[src/rtl/scif_pkg.sv]
// ----------------------------------------------------------------------------
// scif_pkg
// Shared constants, codes and filter coefficients for the sensor calibrate /
// IIR filter block.
// ----------------------------------------------------------------------------
`timescale 1ns / 1ps

package scif_pkg;

    // Default datapath sizing
    localparam int VALUE_WIDTH_DEF = 32;
    localparam int FRAC_BITS_DEF   = 20;

    // Port widths
    localparam int IN_TDATA_W  = 24;
    localparam int OUT_W       = 32;
    localparam int OUT_TDATA_W = 2 * OUT_W;
    localparam int OUT_TUSER_W = 2;
    localparam int CFG_INDEX_W = 8;
    localparam int CFG_DATA_W  = 16;

    // Configuration register indexes
    localparam logic [CFG_INDEX_W-1:0] CFG_CAL_POINT_LOW  = 8'd0;
    localparam logic [CFG_INDEX_W-1:0] CFG_CAL_POINT_HIGH = 8'd1;
    localparam logic [CFG_INDEX_W-1:0] CFG_CAL_VALUE_LOW  = 8'd2;
    localparam logic [CFG_INDEX_W-1:0] CFG_CAL_VALUE_HIGH = 8'd3;

    // Configuration reset values (1/16 degree)
    localparam logic signed [CFG_DATA_W-1:0] CAL_POINT_LOW_RST  = 16'sd0;
    localparam logic signed [CFG_DATA_W-1:0] CAL_POINT_HIGH_RST = 16'sd1600;
    localparam logic signed [CFG_DATA_W-1:0] CAL_VALUE_LOW_RST  = 16'sd0;
    localparam logic signed [CFG_DATA_W-1:0] CAL_VALUE_HIGH_RST = 16'sd1600;

    // Resolution field of the sensor configuration byte
    localparam logic [7:0] RES_MASK  = 8'h60;
    localparam logic [7:0] RES_9BIT  = 8'h00;
    localparam logic [7:0] RES_10BIT = 8'h20;
    localparam logic [7:0] RES_11BIT = 8'h40;

    // Reading is in 1/16 degree: 4 fraction bits
    localparam int RAW_FRAC = 4;

    // Filter coefficients, Q30
    localparam int COEF_W    = 34;
    localparam int COEF_FRAC = 30;
    localparam logic signed [COEF_W-1:0] COEF_B  = 34'sd982560;
    localparam logic signed [COEF_W-1:0] COEF_A1 = 34'sd2776727129;
    localparam logic signed [COEF_W-1:0] COEF_A2 = -34'sd2419567954;
    localparam logic signed [COEF_W-1:0] COEF_A3 = 34'sd708722166;

    // Filter term order: feed-forward sum, then f1, f2, f3
    localparam logic [1:0] TERM_B  = 2'd0;
    localparam logic [1:0] TERM_A1 = 2'd1;
    localparam logic [1:0] TERM_A2 = 2'd2;
    localparam logic [1:0] TERM_A3 = 2'd3;

    function automatic logic signed [COEF_W-1:0] coef_for(input logic [1:0] term);
        logic signed [COEF_W-1:0] c;
        unique case (term)
            TERM_B:  c = COEF_B;
            TERM_A1: c = COEF_A1;
            TERM_A2: c = COEF_A2;
            TERM_A3: c = COEF_A3;
            default: c = COEF_B;
        endcase
        return c;
    endfunction

endpackage

[src/rtl/sensor_calibrate_iir_filter.sv]
// ----------------------------------------------------------------------------
// sensor_calibrate_iir_filter
// Temperature reading cleanup, two-point calibration and third-order
// Butterworth low-pass filter with falling-peak detection.
// ----------------------------------------------------------------------------
//  Channel  | Direction | Payload
//  s_axis   | in        | tdata: temp_low_byte, temp_high_byte, sensor_config_byte
//  m_axis   | out       | tdata: calibrated_temp, filtered_temp;
//           |           | tuser: falling_peak, calibration_fault
//  cfg      | in        | cfg_index, cfg_data (one 16-bit register per write)
//
//  One request at a time. A calibrated reading goes through the
//  one-bit-per-cycle divider and the bit-serial multiply of four filter
//  terms, all on one shared adder. A zero calibration span skips the divider.
//  s_axis_tready is low from accept until the result is loaded; a stalled
//  result blocks only the final load. cfg is always ready.
//  Reset clears control state; the first request fills all histories.
// ----------------------------------------------------------------------------
`timescale 1ns / 1ps

module sensor_calibrate_iir_filter
    import scif_pkg::*;
#(
    parameter int VALUE_WIDTH = VALUE_WIDTH_DEF,
    parameter int FRAC_BITS   = FRAC_BITS_DEF
)(
    input  logic                   clk,
    input  logic                   rst_n,
    // Input requests
    input  logic                   s_axis_tvalid,
    output logic                   s_axis_tready,
    input  logic [IN_TDATA_W-1:0]  s_axis_tdata,  // [7:0] temp_low_byte,
                                                  // [15:8] temp_high_byte,
                                                  // [23:16] sensor_config_byte
    // Results
    output logic                   m_axis_tvalid,
    input  logic                   m_axis_tready,
    output logic [OUT_TDATA_W-1:0] m_axis_tdata,  // [31:0] calibrated_temp,
                                                  // [63:32] filtered_temp
    output logic [OUT_TUSER_W-1:0] m_axis_tuser,  // [0] falling_peak,
                                                  // [1] calibration_fault
    // Configuration writes
    input  logic                   cfg_valid,
    output logic                   cfg_ready,
    input  logic [CFG_INDEX_W-1:0] cfg_index,
    input  logic [CFG_DATA_W-1:0]  cfg_data
);

    // ------------------------------------------------------------------
    // Derived sizes
    // ------------------------------------------------------------------
    localparam int SHIFT   = FRAC_BITS - RAW_FRAC;
    localparam int NUM_W   = 32 + SHIFT;
    localparam int DVD_W   = NUM_W + 1;
    localparam int ACC_W   = (VALUE_WIDTH + 36 > DVD_W + 2) ? VALUE_WIDTH + 36 : DVD_W + 2;
    localparam int BS_W    = VALUE_WIDTH + 3;
    localparam int CNT_MAX = (DVD_W > COEF_W) ? DVD_W : COEF_W;
    localparam int CNT_W   = $clog2(CNT_MAX);
    localparam int EXT_W   = (VALUE_WIDTH > OUT_W) ? VALUE_WIDTH : OUT_W;

    localparam logic signed [ACC_W-1:0] SAT_HI =
        {{(ACC_W-VALUE_WIDTH+1){1'b0}}, {(VALUE_WIDTH-1){1'b1}}};
    localparam logic signed [ACC_W-1:0] SAT_LO = ~SAT_HI;
    localparam logic [ACC_W-1:0] ROUND_HALF = {{(ACC_W-1){1'b0}}, 1'b1} << (COEF_FRAC - 1);

    typedef enum logic [3:0] {
        ST_IDLE,
        ST_CAL_MUL,
        ST_CAL_RND,
        ST_DIV,
        ST_CAL_ADD,
        ST_SAT_X,
        ST_MAC_LOAD,
        ST_MAC,
        ST_FILT,
        ST_DONE
    } state_t;

    // Saturate an accumulator value to VALUE_WIDTH signed bits
    function automatic logic signed [VALUE_WIDTH-1:0] sat_value(
        input logic signed [ACC_W-1:0] v);
        logic signed [ACC_W-1:0] s;
        if (v > SAT_HI)
            s = SAT_HI;
        else if (v < SAT_LO)
            s = SAT_LO;
        else
            s = v;
        return s[VALUE_WIDTH-1:0];
    endfunction

    // ------------------------------------------------------------------
    // Registers
    // ------------------------------------------------------------------
    state_t                         state_reg;
    logic                           first_pending_reg;
    logic                           out_valid_reg;
    logic [OUT_W-1:0]               out_cal_reg;
    logic [OUT_W-1:0]               out_filt_reg;
    logic                           out_peak_reg;
    logic                           out_fault_reg;

    logic signed [CFG_DATA_W-1:0]   cal_point_low_reg;
    logic signed [CFG_DATA_W-1:0]   cal_point_high_reg;
    logic signed [CFG_DATA_W-1:0]   cal_value_low_reg;
    logic signed [CFG_DATA_W-1:0]   cal_value_high_reg;

    logic signed [15:0]             reading_reg;
    logic [NUM_W-1:0]               num_reg;
    logic [15:0]                    den_reg;
    logic                           neg_reg;
    logic                           fault_reg;
    logic [DVD_W-1:0]               dvd_reg;
    logic [15:0]                    rem_reg;
    logic [CNT_W-1:0]               cnt_reg;
    logic [1:0]                     term_reg;
    logic [ACC_W-1:0]               acc_reg;
    logic [ACC_W-1:0]               mcand_reg;
    logic [COEF_W-1:0]              coef_reg;
    logic signed [VALUE_WIDTH-1:0]  samp_hist_reg [4];
    logic signed [VALUE_WIDTH-1:0]  filt_hist_reg [4];

    // ------------------------------------------------------------------
    // Handshakes
    // ------------------------------------------------------------------
    logic in_accept;
    logic out_free;
    logic out_load;

    assign s_axis_tready = (state_reg == ST_IDLE);
    assign in_accept     = s_axis_tvalid && s_axis_tready;
    assign out_free      = !out_valid_reg || m_axis_tready;
    assign out_load      = (state_reg == ST_DONE) && out_free;
    assign cfg_ready     = 1'b1;

    assign m_axis_tvalid = out_valid_reg;
    assign m_axis_tdata  = {out_filt_reg, out_cal_reg};
    assign m_axis_tuser  = {out_fault_reg, out_peak_reg};

    // ------------------------------------------------------------------
    // Reading: clear the bits the resolution leaves undefined
    // ------------------------------------------------------------------
    logic [15:0] raw_word;
    logic [15:0] raw_masked;

    assign raw_word = s_axis_tdata[15:0];

    always_comb
    begin
        unique case (s_axis_tdata[23:16] & RES_MASK)
            RES_9BIT:  raw_masked = raw_word & ~16'h0007;
            RES_10BIT: raw_masked = raw_word & ~16'h0003;
            RES_11BIT: raw_masked = raw_word & ~16'h0001;
            default:   raw_masked = raw_word;
        endcase
    end

    // ------------------------------------------------------------------
    // Calibration differences and magnitude product
    // ------------------------------------------------------------------
    logic signed [16:0] diff_r;
    logic signed [16:0] diff_p;
    logic signed [16:0] diff_v;
    logic [15:0]        mag_r;
    logic [15:0]        mag_p;
    logic [15:0]        mag_v;
    logic [31:0]        mag_prod;

    assign diff_r   = {reading_reg[15], reading_reg}
                    - {cal_value_low_reg[15], cal_value_low_reg};
    assign diff_p   = {cal_point_high_reg[15], cal_point_high_reg}
                    - {cal_point_low_reg[15], cal_point_low_reg};
    assign diff_v   = {cal_value_high_reg[15], cal_value_high_reg}
                    - {cal_value_low_reg[15], cal_value_low_reg};
    // magnitudes never exceed 65535
    assign mag_r    = diff_r[16] ? 16'(-diff_r) : 16'(diff_r);
    assign mag_p    = diff_p[16] ? 16'(-diff_p) : 16'(diff_p);
    assign mag_v    = diff_v[16] ? 16'(-diff_v) : 16'(diff_v);
    assign mag_prod = 32'(mag_r) * 32'(mag_p);

    logic signed [ACC_W-1:0] reading_scaled;
    logic signed [ACC_W-1:0] point_low_scaled;

    assign reading_scaled   = ACC_W'(reading_reg) <<< SHIFT;
    assign point_low_scaled = ACC_W'(cal_point_low_reg) <<< SHIFT;

    // ------------------------------------------------------------------
    // Feed-forward sum x3 + x0 + 3*(x2 + x1)
    // ------------------------------------------------------------------
    logic signed [BS_W-1:0] mid_sum;
    logic signed [BS_W-1:0] ff_sum;

    assign mid_sum = BS_W'(samp_hist_reg[2]) + BS_W'(samp_hist_reg[1]);
    assign ff_sum  = BS_W'(samp_hist_reg[3]) + BS_W'(samp_hist_reg[0])
                   + mid_sum + (mid_sum <<< 1);

    // ------------------------------------------------------------------
    // Shared adder / subtractor
    // ------------------------------------------------------------------
    logic [ACC_W-1:0] alu_a;
    logic [ACC_W-1:0] alu_b;
    logic             alu_sub;
    logic [ACC_W-1:0] alu_sum;

    always_comb
    begin
        unique case (state_reg)
            ST_CAL_RND:
            begin
                alu_a   = ACC_W'(num_reg);
                alu_b   = ACC_W'(den_reg >> 1);
                alu_sub = 1'b0;
            end
            ST_DIV:
            begin
                alu_a   = ACC_W'({rem_reg, dvd_reg[DVD_W-1]});
                alu_b   = ACC_W'(den_reg);
                alu_sub = 1'b1;
            end
            ST_CAL_ADD:
            begin
                alu_a   = point_low_scaled;
                alu_b   = ACC_W'(dvd_reg);
                alu_sub = neg_reg;
            end
            ST_MAC:
            begin
                alu_a   = acc_reg;
                alu_b   = mcand_reg;
                // top coefficient bit carries negative weight
                alu_sub = (cnt_reg == CNT_W'(COEF_W - 1));
            end
            default:
            begin
                alu_a   = acc_reg;
                alu_b   = mcand_reg;
                alu_sub = 1'b0;
            end
        endcase
    end

    assign alu_sum = alu_a + (alu_sub ? ~alu_b : alu_b) + {{(ACC_W-1){1'b0}}, alu_sub};

    // Divider step result
    logic div_ge;
    assign div_ge = !alu_sum[ACC_W-1];

    // Saturated values
    logic signed [VALUE_WIDTH-1:0] x_sat;
    logic signed [VALUE_WIDTH-1:0] y_sat;
    logic signed [ACC_W-1:0]       acc_scaled;

    assign x_sat      = sat_value(acc_reg);
    assign acc_scaled = $signed(acc_reg) >>> COEF_FRAC;
    assign y_sat      = sat_value(acc_scaled);

    // Output formatting: low 32 bits of the sign-extended value
    logic signed [EXT_W-1:0] cal_ext;
    logic signed [EXT_W-1:0] filt_ext;
    logic                    peak_now;

    assign cal_ext  = EXT_W'(samp_hist_reg[0]);
    assign filt_ext = EXT_W'(filt_hist_reg[0]);
    assign peak_now = (filt_hist_reg[0] > filt_hist_reg[1])
                   && (filt_hist_reg[1] <= filt_hist_reg[2]);

    // ------------------------------------------------------------------
    // Sequencer, configuration and result registers
    // ------------------------------------------------------------------
    always_ff @(posedge clk or negedge rst_n)
    begin
        if (!rst_n)
        begin
            state_reg          <= ST_IDLE;
            first_pending_reg  <= 1'b1;
            out_valid_reg      <= 1'b0;
            out_cal_reg        <= '0;
            out_filt_reg       <= '0;
            out_peak_reg       <= 1'b0;
            out_fault_reg      <= 1'b0;
            cal_point_low_reg  <= CAL_POINT_LOW_RST;
            cal_point_high_reg <= CAL_POINT_HIGH_RST;
            cal_value_low_reg  <= CAL_VALUE_LOW_RST;
            cal_value_high_reg <= CAL_VALUE_HIGH_RST;
        end
        else
        begin
            // configuration writes
            if (cfg_valid && cfg_ready)
            begin
                unique case (cfg_index)
                    CFG_CAL_POINT_LOW:  cal_point_low_reg  <= cfg_data;
                    CFG_CAL_POINT_HIGH: cal_point_high_reg <= cfg_data;
                    CFG_CAL_VALUE_LOW:  cal_value_low_reg  <= cfg_data;
                    CFG_CAL_VALUE_HIGH: cal_value_high_reg <= cfg_data;
                    default: ;
                endcase
            end

            // result taken downstream, unless a new one loads this cycle
            if (m_axis_tready && !out_load)
                out_valid_reg <= 1'b0;

            unique case (state_reg)
                ST_IDLE:
                    if (in_accept)
                        state_reg <= ST_CAL_MUL;
                ST_CAL_MUL:
                    state_reg <= (diff_v == '0) ? ST_SAT_X : ST_CAL_RND;
                ST_CAL_RND:
                    state_reg <= ST_DIV;
                ST_DIV:
                    if (cnt_reg == CNT_W'(DVD_W - 1))
                        state_reg <= ST_CAL_ADD;
                ST_CAL_ADD:
                    state_reg <= ST_SAT_X;
                ST_SAT_X:
                begin
                    first_pending_reg <= 1'b0;
                    state_reg         <= ST_MAC_LOAD;
                end
                ST_MAC_LOAD:
                    state_reg <= ST_MAC;
                ST_MAC:
                    if (cnt_reg == CNT_W'(COEF_W - 1))
                        state_reg <= (term_reg == TERM_A3) ? ST_FILT : ST_MAC_LOAD;
                ST_FILT:
                    state_reg <= ST_DONE;
                ST_DONE:
                    if (out_free)
                    begin
                        out_valid_reg <= 1'b1;
                        out_cal_reg   <= cal_ext[OUT_W-1:0];
                        out_filt_reg  <= filt_ext[OUT_W-1:0];
                        out_peak_reg  <= peak_now;
                        out_fault_reg <= fault_reg;
                        state_reg     <= ST_IDLE;
                    end
                default:
                    state_reg <= ST_IDLE;
            endcase
        end
    end

    // ------------------------------------------------------------------
    // Datapath registers
    // ------------------------------------------------------------------
    always_ff @(posedge clk)
    begin
        unique case (state_reg)
            ST_IDLE:
                if (in_accept)
                    reading_reg <= raw_masked;

            // magnitudes, sign of the quotient, fault
            ST_CAL_MUL:
            begin
                num_reg   <= NUM_W'(mag_prod) << SHIFT;
                den_reg   <= mag_v;
                neg_reg   <= diff_r[16] ^ diff_p[16] ^ diff_v[16];
                fault_reg <= (diff_v == '0);
                acc_reg   <= reading_scaled;
            end

            // round to nearest before the divide
            ST_CAL_RND:
            begin
                dvd_reg <= alu_sum[DVD_W-1:0];
                rem_reg <= '0;
                cnt_reg <= '0;
            end

            // restoring division, one quotient bit per cycle
            ST_DIV:
            begin
                rem_reg <= div_ge ? alu_sum[15:0] : {rem_reg[14:0], dvd_reg[DVD_W-1]};
                dvd_reg <= {dvd_reg[DVD_W-2:0], div_ge};
                cnt_reg <= cnt_reg + 1'b1;
            end

            ST_CAL_ADD:
                acc_reg <= alu_sum;

            // store sample, age histories, seed the rounding constant
            ST_SAT_X:
            begin
                samp_hist_reg[0] <= x_sat;
                if (first_pending_reg)
                begin
                    samp_hist_reg[1] <= x_sat;
                    samp_hist_reg[2] <= x_sat;
                    samp_hist_reg[3] <= x_sat;
                    filt_hist_reg[1] <= x_sat;
                    filt_hist_reg[2] <= x_sat;
                    filt_hist_reg[3] <= x_sat;
                end
                else
                begin
                    samp_hist_reg[1] <= samp_hist_reg[0];
                    samp_hist_reg[2] <= samp_hist_reg[1];
                    samp_hist_reg[3] <= samp_hist_reg[2];
                    filt_hist_reg[1] <= filt_hist_reg[0];
                    filt_hist_reg[2] <= filt_hist_reg[1];
                    filt_hist_reg[3] <= filt_hist_reg[2];
                end
                acc_reg  <= ROUND_HALF;
                term_reg <= TERM_B;
            end

            ST_MAC_LOAD:
            begin
                if (term_reg == TERM_B)
                    mcand_reg <= ACC_W'(ff_sum);
                else
                    mcand_reg <= ACC_W'(filt_hist_reg[term_reg]);
                coef_reg <= coef_for(term_reg);
                cnt_reg  <= '0;
            end

            // bit-serial multiply-accumulate
            ST_MAC:
            begin
                if (coef_reg[0])
                    acc_reg <= alu_sum;
                coef_reg  <= coef_reg >> 1;
                mcand_reg <= mcand_reg << 1;
                cnt_reg   <= cnt_reg + 1'b1;
                if (cnt_reg == CNT_W'(COEF_W - 1))
                    term_reg <= term_reg + 1'b1;
            end

            ST_FILT:
                filt_hist_reg[0] <= y_sat;

            default: ;
        endcase
    end

endmodule

[config.mk]
export PLATFORM = sky130hd
export DESIGN_NAME = sensor_calibrate_iir_filter
export DESIGN_NICKNAME = d
export VERILOG_FILES = /design/src/rtl/scif_pkg.sv /design/src/rtl/sensor_calibrate_iir_filter.sv
export SDC_FILE = /design/constraint.sdc
export NUM_CORES = 2
export LEC_CHECK = 0
export BUFFER_PORTS_ARGS = -buffer_cell sky130_fd_sc_hd__buf_2
export CAP_MARGIN = 10
export CORE_UTILIZATION = 30
export CTS_CLUSTER_DIAMETER = 30
export CTS_CLUSTER_SIZE = 24
export DETAILED_ROUTE_END_ITERATION = 6
export GPL_ROUTABILITY_DRIVEN = 0
export PLACE_DENSITY = 0.43
export SLEW_MARGIN = 20
export SYNTH_ARGS = -nofsm -noshare
export SYNTH_HDL_FRONTEND = slang
export SYNTH_SLANG_ARGS = --single-unit
[constraint.sdc]
create_clock -name clk -period 12.4 [get_ports clk]
set_input_delay 0.62 -clock clk [delete_from_list [all_inputs] [get_ports clk]]
set_output_delay 0.62 -clock clk [all_outputs]
set_load 0.03 [all_outputs]
==> reports/summary.txt <==
Worst Skew: 51.8 ps
reg2reg start: reading_reg[0]
PortBufs: 114
cts hold-fix bufs: 14
crit path max fanout: 16
Met1 Wirelength: 79500 um
CTS Buffer Depth: 3
Clk pwr share: 37.8%
Cells after Synth: 5082
post-synth top area share: 32.4%
critical path's largest stage delay: 750 ps
crit-path most repeated cell: fa_1
wire per inst: 21.7 um
Tcrit/Tclk final: 90.7%
top layer reached by signal wires: met5
Netlist cell types: 97
status: finished, final reports clean
Seq/Total Area, Yosys: 39.0%
yosys warns: 0
Reg area: 20400 sq um
Internal: 9.11 mW
layout net count: 5960
cell row count: 152
largest net degree at the start of global routing: 141
starting density of the core: 30.4%
I/O pin cnt: 122
pre-CTS setup slack: 1150 ps
Layout area overhead: 20.5%
core area: 172000 sq um
final hold violation count: 0
leakage: 26.9 nW
Inserted Clock Buffers: 206
CTS tree: done
cts repair resizes: 0
Clock transition at path regs: 40 ps
die width: 420 um
# fillers: 17300
Peak Freq: 88.9 MHz
family with the most delay on the worst path: adder cells
final instance area: 63100 sq um
met3 wire len: 6560 um
Min-Delay Path Class: in2reg
Routed met2 length: 78300 um
post-synth top area cell: edfxtp_1
total gr overflow: 0
Pwr per Cell Area: 227 nW/um^2
worst path bufs/invs: 5
Least-Margin Pin Slew: 1150 ps
vias post-DR: 39100
setup bufs post-CTS: 0
Tmin final: 11240 ps
Logic pwr share: 42.5%
DR pass1 iterations: 7
Setup CP Type: reg2reg
R2R Path End: num_reg[47]
RSZ-0062 raised after global routing: false
footprint of the multi-input gates: 29600 sq um
max-slew violations: 0
final core utilization: 36.6%
critical path arrival: 11760 ps
DRC: 0
Worst setup SP type: register
Vias/cell: 5.03
Clock Latency Late Sink: 820 ps
first-pass GRT wire length: 257000 um
final hold slack: 117 ps
most common flop cell mapped by yosys: edfxtp_1
synth top area cells: edfxtp_1 (32%), fa_1 (10%), ha_1 (8.6%)
layout cells sized above 1: 14.1%
worst reg-to-reg setup slack: 1160 ps
CTS sink count: 703
Placed Instances: 7369
Overall Global Routing Usage: 19.3%
Hold EP: reading_reg[1]
DP Wirelength: 129000 um
worst setup margin: 1160 ps
Sequential Power Share: 19.8%
min-delay src: s_axis_tdata[1]
DRT antenna net count: 0
vias in the first global route: 40300
Crit path depth: 36
initial antenna violation count: 7
Setup-failing EPs final: 0
Final TNS setup: 0 ps
drt total wl: 169000 um
drt initial violations: 2813
Slew headroom: 23.1%
die extent in y: 420 um
Worst Hold Depth: 2
Reg2Reg Depth: 36
Layout Cells excl Fill: 7772
Net Switching: 5.23 mW
critical path capture point type: register
Die ar.: 176000 sq um
maxcap violations: 0
post-synthesis register bit count: 703
Mapped Area: 52400 sq um
Syn Nets: 5761
VDD IR max: 363 uV
Post-synth ARST share: 19.3%
Cell Area, Placed: 55700 sq um
Root Buffer: clkbuf_16
H-tree lvl count: 4
Critical-path top delay cell: xor2_1
syn avg cell area: 10.3 sq um
power consumption: 14.3 mW
Worst Path Required: 12920 ps
Net Sw Frac: 36.5%
Post-synth EDFFs: 565
layer usage:
layer / global-route usage (%) / up-vias
met3: 2.87 / 236
met4: 5.70 / 4
met2: 31.4 / 835
met5: 0 / -
li1: - / 18500
met1: 26.4 / 19600
synthesized netlist by cell type, types with 19 or more instances:
| cell | instances |
|---|---|
| edfxtp_1 | 565 |
| nand2_1 | 503 |
| inv_1 | 433 |
| nor2_1 | 407 |
| ha_1 | 361 |
| o21ai_0 | 285 |
| fa_1 | 265 |
| a21oi_1 | 239 |
| xnor2_1 | 217 |
| o21a_1 | 177 |
| a21o_1 | 174 |
| clkbuf_1 | 173 |
| dfrtp_1 | 129 |
| mux2_2 | 118 |
| nand2b_1 | 97 |
| xor2_1 | 94 |
| a21boi_0 | 66 |
| nand4_1 | 54 |
| a22oi_1 | 44 |
| nand3_1 | 44 |
| nor3_1 | 44 |
| nor2b_1 | 41 |
| and2_1 | 39 |
| a31oi_1 | 34 |
| mux2i_1 | 32 |
| mux4_2 | 32 |
| o21bai_1 | 31 |
| buf_1 | 30 |
| a211oi_1 | 29 |
| or2_2 | 29 |
| a222oi_1 | 21 |
| and3_1 | 20 |
| nor4_1 | 19 |
power by group through the flow:
stage          sequential [mW]  clock, mW  combinational [mW]
2_1_floorplan             2.86          0                4.48
3_3_place_gp              2.87          0                6.17
3_5_place_dp              2.87          0                6.16
4_1_cts                   2.83       5.50                6.23
5_1_grt                   2.83       5.63                7.05
6_report                  2.83       5.42                6.09
cells by family (layout without fill, tap and decap cells):
| group | Yosys count | after routing | share of synthesized area, % |
|---|---|---|---|
| flip-flops | 703 | 703 | 39.0 |
| AO/OA/AOI/OAI | 1243 | 1243 | 15.8 |
| multiplexers | 182 | 182 | 4.52 |
| AND/OR/NAND/NOR | 1365 | 1365 | 11.9 |
| buffers and inverters | 649 | 1028 | 4.71 |
| adder cells (fa/ha/maj) | 626 | 626 | 18.8 |
| XOR/XNOR | 313 | 313 | 5.26 |
| other | 1 | 2 | 0.00716 |
final cells by class:
| type | count | share of cell area (%) |
|---|---|---|
| repair buffers | 207 | 2.08 |
| clock buffers | 251 | 8.71 |
| clock inverters | 137 | 2.72 |
| flip-flops and latches | 703 | 32.4 |
| well taps | 2310 | 4.58 |
| multi-input cells | 3730 | 47.0 |
| inverters | 433 | 2.59 |
| diodes | 1 | 0.00397 |
cells in the final DEF (no fill, tap or decap), types with 113 or more instances in the layout:
master     count
nor2_1       403
xnor2_1      215
inv_1        431
ha_1         361
a21o_1       174
buf_2        113
o21a_1       177
clkbuf_16    208
mux2_2       118
edfxtp_1     565
nand2_1      501
dfrtp_1      129
fa_1         265
o21ai_0      284
a21oi_1      239
worst max path at each step:
stage,from,end
detailed placement,reading_reg[0],num_reg[47]
global placement,reading_reg[0],num_reg[47]
CTS,reading_reg[0],num_reg[47]
global route,reading_reg[0],num_reg[47]
floorplan,reading_reg[0],num_reg[47]
finish,reading_reg[0],num_reg[47]
Note: power is estimated with default switching activity, not from simulation.
